`src/sv/mm_pkg.sv`:
```
// package for the matrix multiply block: item types, defaults and codes
// no dependencies
`timescale 1ns / 1ps
`default_nettype none

package mm_pkg;

    localparam int MAX_DIM_DEF    = 8;
    localparam int DATA_WIDTH_DEF = 32;
    localparam int FRAC_BITS      = 16;
    // wide enough to hold any dimension up to sixteen
    localparam int DIM_W          = 5;
    localparam int CFG_W          = 4;
    localparam logic [CFG_W-1:0] DIM_RESET = 4'd8;

    typedef enum logic [1:0] {
        ACT_LOAD_A  = 2'd0,
        ACT_LOAD_B  = 2'd1,
        ACT_COMPUTE = 2'd2,
        ACT_NONE    = 2'd3
    } action_t;

    typedef enum logic [1:0] {
        REG_A_ROWS    = 2'd0,
        REG_INNER_DIM = 2'd1,
        REG_B_COLS    = 2'd2,
        REG_UNUSED    = 2'd3
    } reg_index_t;

    typedef struct packed {
        logic [1:0]         action;
        logic [2:0]         row;
        logic [2:0]         col;
        logic signed [31:0] value;
    } in_item_t;

    typedef struct packed {
        logic [2:0]         out_row;
        logic [2:0]         out_col;
        logic signed [31:0] out_value;
        logic               last;
    } out_item_t;

    // per-cell control from the sequencer
    typedef struct packed {
        logic clr;
        logic ld;
        logic shift;
    } cell_ctrl_t;

endpackage

`default_nettype wire

```
`src/sv/mm_cell.sv`:
```
// one multiply-accumulate cell: holds one column of B and one result accumulator
// depends on mm_pkg
`timescale 1ns / 1ps
`default_nettype none

module mm_cell #(
    parameter int MAX_DIM = 8,
    parameter int DW      = 32,
    parameter int IDX_W   = 3,
    parameter int ACC_W   = 68
) (
    input  wire logic                 aclk,
    input  wire logic                 aresetn,
    input  wire mm_pkg::cell_ctrl_t   ctrl,
    // a operand coming from the left neighbor
    input  wire logic [DW-1:0]        a_in,
    input  wire logic [IDX_W-1:0]     k_in,
    input  wire logic                 v_in,
    output logic [DW-1:0]             a_out,
    output logic [IDX_W-1:0]          k_out,
    output logic                      v_out,
    // b column write port
    input  wire logic                 b_we,
    input  wire logic [IDX_W-1:0]     b_addr,
    input  wire logic [DW-1:0]        b_wdata,
    // result shift chain toward cell zero
    input  wire logic [DW-1:0]        res_in,
    output logic [DW-1:0]             res_out
);
    import mm_pkg::*;

    logic [DW-1:0]          b_reg [MAX_DIM];
    logic signed [2*DW-1:0] prod_reg;
    logic                   prod_v_reg;
    logic signed [ACC_W-1:0] acc_reg;
    logic signed [ACC_W-1:0] acc_next;
    logic signed [ACC_W-1:0] sh;
    logic [DW-1:0]          sat;
    logic [DW-1:0]          a_reg;
    logic [IDX_W-1:0]       k_reg;
    logic                   v_reg;
    logic [DW-1:0]          res_reg;

    localparam logic signed [ACC_W-1:0] MAXV = ACC_W'({1'b0, {(DW-1){1'b1}}});
    localparam logic signed [ACC_W-1:0] MINV = ~MAXV;

    // b column storage
    always_ff @(posedge aclk) begin
        if (b_we) begin
            b_reg[b_addr] <= b_wdata;
        end
    end

    // operand forwarding to the right neighbor
    always_ff @(posedge aclk) begin
        if (!aresetn) begin
            v_reg <= 1'b0;
        end else begin
            v_reg <= v_in;
        end
        a_reg <= a_in;
        k_reg <= k_in;
    end

    assign a_out = a_reg;
    assign k_out = k_reg;
    assign v_out = v_reg;

    // product stage
    always_ff @(posedge aclk) begin
        if (!aresetn) begin
            prod_v_reg <= 1'b0;
        end else begin
            prod_v_reg <= v_in;
        end
        prod_reg <= $signed(a_in) * $signed(b_reg[k_in]);
    end

    // accumulate at full width
    always_comb begin
        acc_next = acc_reg + {{(ACC_W-2*DW){prod_reg[2*DW-1]}}, prod_reg};
    end

    always_ff @(posedge aclk) begin
        if (ctrl.clr) begin
            acc_reg <= '0;
        end else if (prod_v_reg) begin
            acc_reg <= acc_next;
        end
    end

    // drop fraction bits and saturate
    always_comb begin
        sh = acc_reg >>> FRAC_BITS;
        if (sh > MAXV) begin
            sat = MAXV[DW-1:0];
        end else if (sh < MINV) begin
            sat = MINV[DW-1:0];
        end else begin
            sat = sh[DW-1:0];
        end
    end

    // result capture and shift-out
    always_ff @(posedge aclk) begin
        if (ctrl.ld) begin
            res_reg <= sat;
        end else if (ctrl.shift) begin
            res_reg <= res_in;
        end
    end

    assign res_out = res_reg;

endmodule

`default_nettype wire

```
`config.mk`:
```
export PLATFORM = sky130hd
export DESIGN_NAME = mm_cell
export DESIGN_NICKNAME = d
export VERILOG_FILES = /design/src/sv/mm_pkg.sv /design/src/sv/mm_cell.sv
export SDC_FILE = /design/constraint.sdc
export NUM_CORES = 2
export LEC_CHECK = 0
export BUFFER_PORTS_ARGS = -buffer_cell sky130_fd_sc_hd__buf_2
export CORE_MARGIN = 4
export CORE_UTILIZATION = 30
export CTS_BUF_LIST = sky130_fd_sc_hd__clkbuf_4 sky130_fd_sc_hd__clkbuf_8 sky130_fd_sc_hd__clkbuf_16
export DETAILED_ROUTE_END_ITERATION = 6
export GPL_ROUTABILITY_DRIVEN = 0
export RECOVER_POWER = 25
export SYNTH_ARGS = -nofsm -noshare
export SYNTH_HDL_FRONTEND = slang
export SYNTH_SLANG_ARGS = --single-unit
```
`constraint.sdc`:
```
create_clock -name aclk -period 31.8 [get_ports aclk]
set_clock_uncertainty 0.15 [all_clocks]
set_input_delay 7.95 -clock aclk [delete_from_list [all_inputs] [get_ports aclk]]
set_output_delay 7.95 -clock aclk [all_outputs]
set_load 0.01 [all_outputs]
```
==> run metrics <==
cell type with the highest occurrence count on the critical path=sky130_fd_sc_hd__fa_1; number of distinct library cells after synthesis=between 80 and 90; TritonCTS buffer count=58; Synth top area share=0.390; Worst Hold Class=reg2reg; Slew headroom=0.222; required time of the critical path=32280 ps; total track usage=0.155; startpoint of the most critical hold path=acc_reg[7]$_SDFFE_PP0P_; CP max stage delay=around 780 ps; DRC violation total after the first TritonRoute iteration=about 2.3k; Most used DFF post-synth=sky130_fd_sc_hd__edfxtp_1; sequential element share of the synthesized area=0.216; average instance area after synthesis=10.4 µm²; post-placement worst setup slack=13540 ps; reg-to-reg slack, setup=about 23000 ps; Period minus WS final=around 17000 ps; fin worst setup slack=between 10000 and 15000 ps; total of cells resized after clock tree synthesis=0; MaxCap Viol Count=0; number of I/O pins=177; clk buf depth=3; Synth Register Bits=around 460; highest net fanout along the worst path=45; most common cell in the netlist=sky130_fd_sc_hd__fa_1; DRC violations left=0; antenna viol nets, final=0; # setup viols final=0; async set-reset flop share out of synthesis=0; status=finished clean; synth warn=0; H-tree lvl count=2; EDFF count, synth=around 290; Layout Nets=between 6k and 7k; clock tree from TritonCTS=built; total negative slack for setup checks=0 ps; CP arrival=17950 ps; fraction of final layout cells sized beyond drive strength 1=0.0843; vertical die dimension=438 µm; setup repair after global routing missed its margin=no; root buffer cell=sky130_fd_sc_hd__clkbuf_16; clock transition at the registers of the reported paths=around 60 ps; synthesized net count=between 6k and 7k; sort of element at the start of the critical path=input port; core area=about 0.18 mm²; Die Wd=438 µm; routed wire length=about 150 mm; Post-CTS Repair Setup Buffers=0; CP max-delay cell=sky130_fd_sc_hd__buf_4; end of the worst register-to-register path=prod_reg[61]$_DFF_P_; area of the mapped netlist=roughly 0.056 mm²; total congestion overflow=0; RR Startpoint=b_reg[2][5]$_DFFE_PP_; first-pass GRT wire length=235 mm; Starting Density=0.302; via density per instance=~4.8; number of buffers added on ports=between 150 and 200; initial antenna violation count=13; hold path endpoint=acc_reg[7]$_SDFFE_PP0P_; post-synth top area cell=sky130_fd_sc_hd__fa_1; cts-stage hold buffer count=0; die area=about 0.19 mm²; most area-consuming cells after synthesis=sky130_fd_sc_hd__fa_1, sky130_fd_sc_hd__edfxtp_1, sky130_fd_sc_hd__inv_1, sky130_fd_sc_hd__dfxtp_1, sky130_fd_sc_hd__ha_1; r2r worst-path depth=28; largest net degree at the start of global routing=roughly 70; HPWL after detailed placement=between 100 and 150 mm; leading cell types by count after synthesis=sky130_fd_sc_hd__fa_1, sky130_fd_sc_hd__inv_1, sky130_fd_sc_hd__nand2_1, sky130_fd_sc_hd__and2_1, sky130_fd_sc_hd__edfxtp_1; final-report max-slew violation count=0; via count=37.5k; ratio of final minimum period to clock period=0.549; Final Hold Vio Count=0; crit path kind=in2reg; critical path endpoint category=flop; hold depth=2; clock latency on the worst-skew pair=730 ps; final routed wire length divided by cell count=roughly 19 µm; number of rows created at floorplan=157; number of global-route vias before repair=~41k; number of sinks handled by clock tree synthesis=approximately 460; flip-flop count of the largest register, all copies and words added=around 260; Max Freq=57.2 MHz; Initial DRT Pass Iterations=5; measured slew at the worst slew-check pin=about 1200 ps; synth-to-layout area growth=9.85%; synthesized instance count=between 5k and 6k
[critical path: cells and delay by family]
| family | cells | cell delay, ps |
|---|---|---|
| adders and majority gates | 9 | 4600 |
| buffers and inverters | 8 | 2380 |
| AOI/OAI and AO/OA | 8 | 1420 |
| muxes | 2 | 870 |
| and+or+nand+nor | 2 | 490 |
| xor gates and xnor gates | 1 | 130 |
[layer usage]
metal / share of wire / GRT usage
met5: 0.00060 / 0
met4: 0.028 / 0.0429
met3: 0.074 / 0.0340
met2: 0.45 / 0.247
met1: 0.44 / 0.213
[layout by cell type (no fill, tap or decap), types with 22 or more instances in the layout]
master	count
sky130_fd_sc_hd__fa_1	1083
sky130_fd_sc_hd__inv_1	1004
sky130_fd_sc_hd__nand2_1	603
sky130_fd_sc_hd__and2_1	310
sky130_fd_sc_hd__edfxtp_1	288
sky130_fd_sc_hd__ha_1	251
sky130_fd_sc_hd__nor2b_1	209
sky130_fd_sc_hd__nor2_1	172
sky130_fd_sc_hd__dfxtp_1	167
sky130_fd_sc_hd__a21oi_1	157
sky130_fd_sc_hd__buf_2	147
sky130_fd_sc_hd__xnor2_1	93
sky130_fd_sc_hd__o21ai_0	79
sky130_fd_sc_hd__a21o_1	68
sky130_fd_sc_hd__mux4_2	64
sky130_fd_sc_hd__clkbuf_16	58
sky130_fd_sc_hd__buf_4	48
sky130_fd_sc_hd__nand2b_1	42
sky130_fd_sc_hd__xor2_1	35
sky130_fd_sc_hd__mux2i_1	34
sky130_fd_sc_hd__nand3_1	32
sky130_fd_sc_hd__clkbuf_1	28
sky130_fd_sc_hd__mux2_2	26
sky130_fd_sc_hd__a31oi_1	24
sky130_fd_sc_hd__a211oi_1	23
sky130_fd_sc_hd__nand4_1	23
sky130_fd_sc_hd__nor3_1	22
[stage by stage]
stage / area [µm²] / hold slack (ps) / util / instances
6_report: 61000 / 340 / 0.332 / 7841
5_1_grt: 61000 / 363 / 0.332 / 7837
4_1_cts: 61000 / 339 / 0.332 / 7837
3_5_place_dp: 59000 / 332 / 0.321 / 7729
3_3_place_gp: 59000 / 325 / 0.321 / 7729
2_1_floorplan: 55500 / 308 / - / 5319
[area by class of cell]
class / instances / area [µm²]
clock inverter: 43 / 549
antenna: 4 / 10.0
multi-input combinational: 3581 / 38900
sequential: 456 / 12000
tap: 2464 / 3080
inverter: 1005 / 3770
fill: 18500 / 123000
clock buffer: 65 / 1520
timing repair buffer: 223 / 1200
[how the worst max path moves through the flow]
stage                     startpoint              endpoint  cells past startpoint
after detailed placement     k_in[0]  prod_reg[61]$_DFF_P_                     30
after global placement       k_in[0]  prod_reg[61]$_DFF_P_                     30
after CTS                    k_in[0]  prod_reg[61]$_DFF_P_                     30
final                        k_in[0]  prod_reg[61]$_DFF_P_                     30
after floorplan              k_in[0]  prod_reg[61]$_DFF_P_                     30
after global routing         k_in[0]  prod_reg[61]$_DFF_P_                     30
[logic make-up (layout without fill, tap and decap cells)]
logic type                 after synthesis  in the layout  synth area share
and+or+nand+nor                       1495           1495             0.133
adders and majority gates             1334           1334             0.447
buffers and inverters                 1282           1336            0.0871
AOI/OAI and AO/OA                      491            491            0.0577
DFF                                    456            456             0.216
muxes                                  133            133            0.0390
xor gates and xnor gates               128            128            0.0202
other                                    0              4                 0
Power is left out: the tool's default activity adds up to more than one toggle a clock period on the data nets, which glitch-free logic cannot reach.
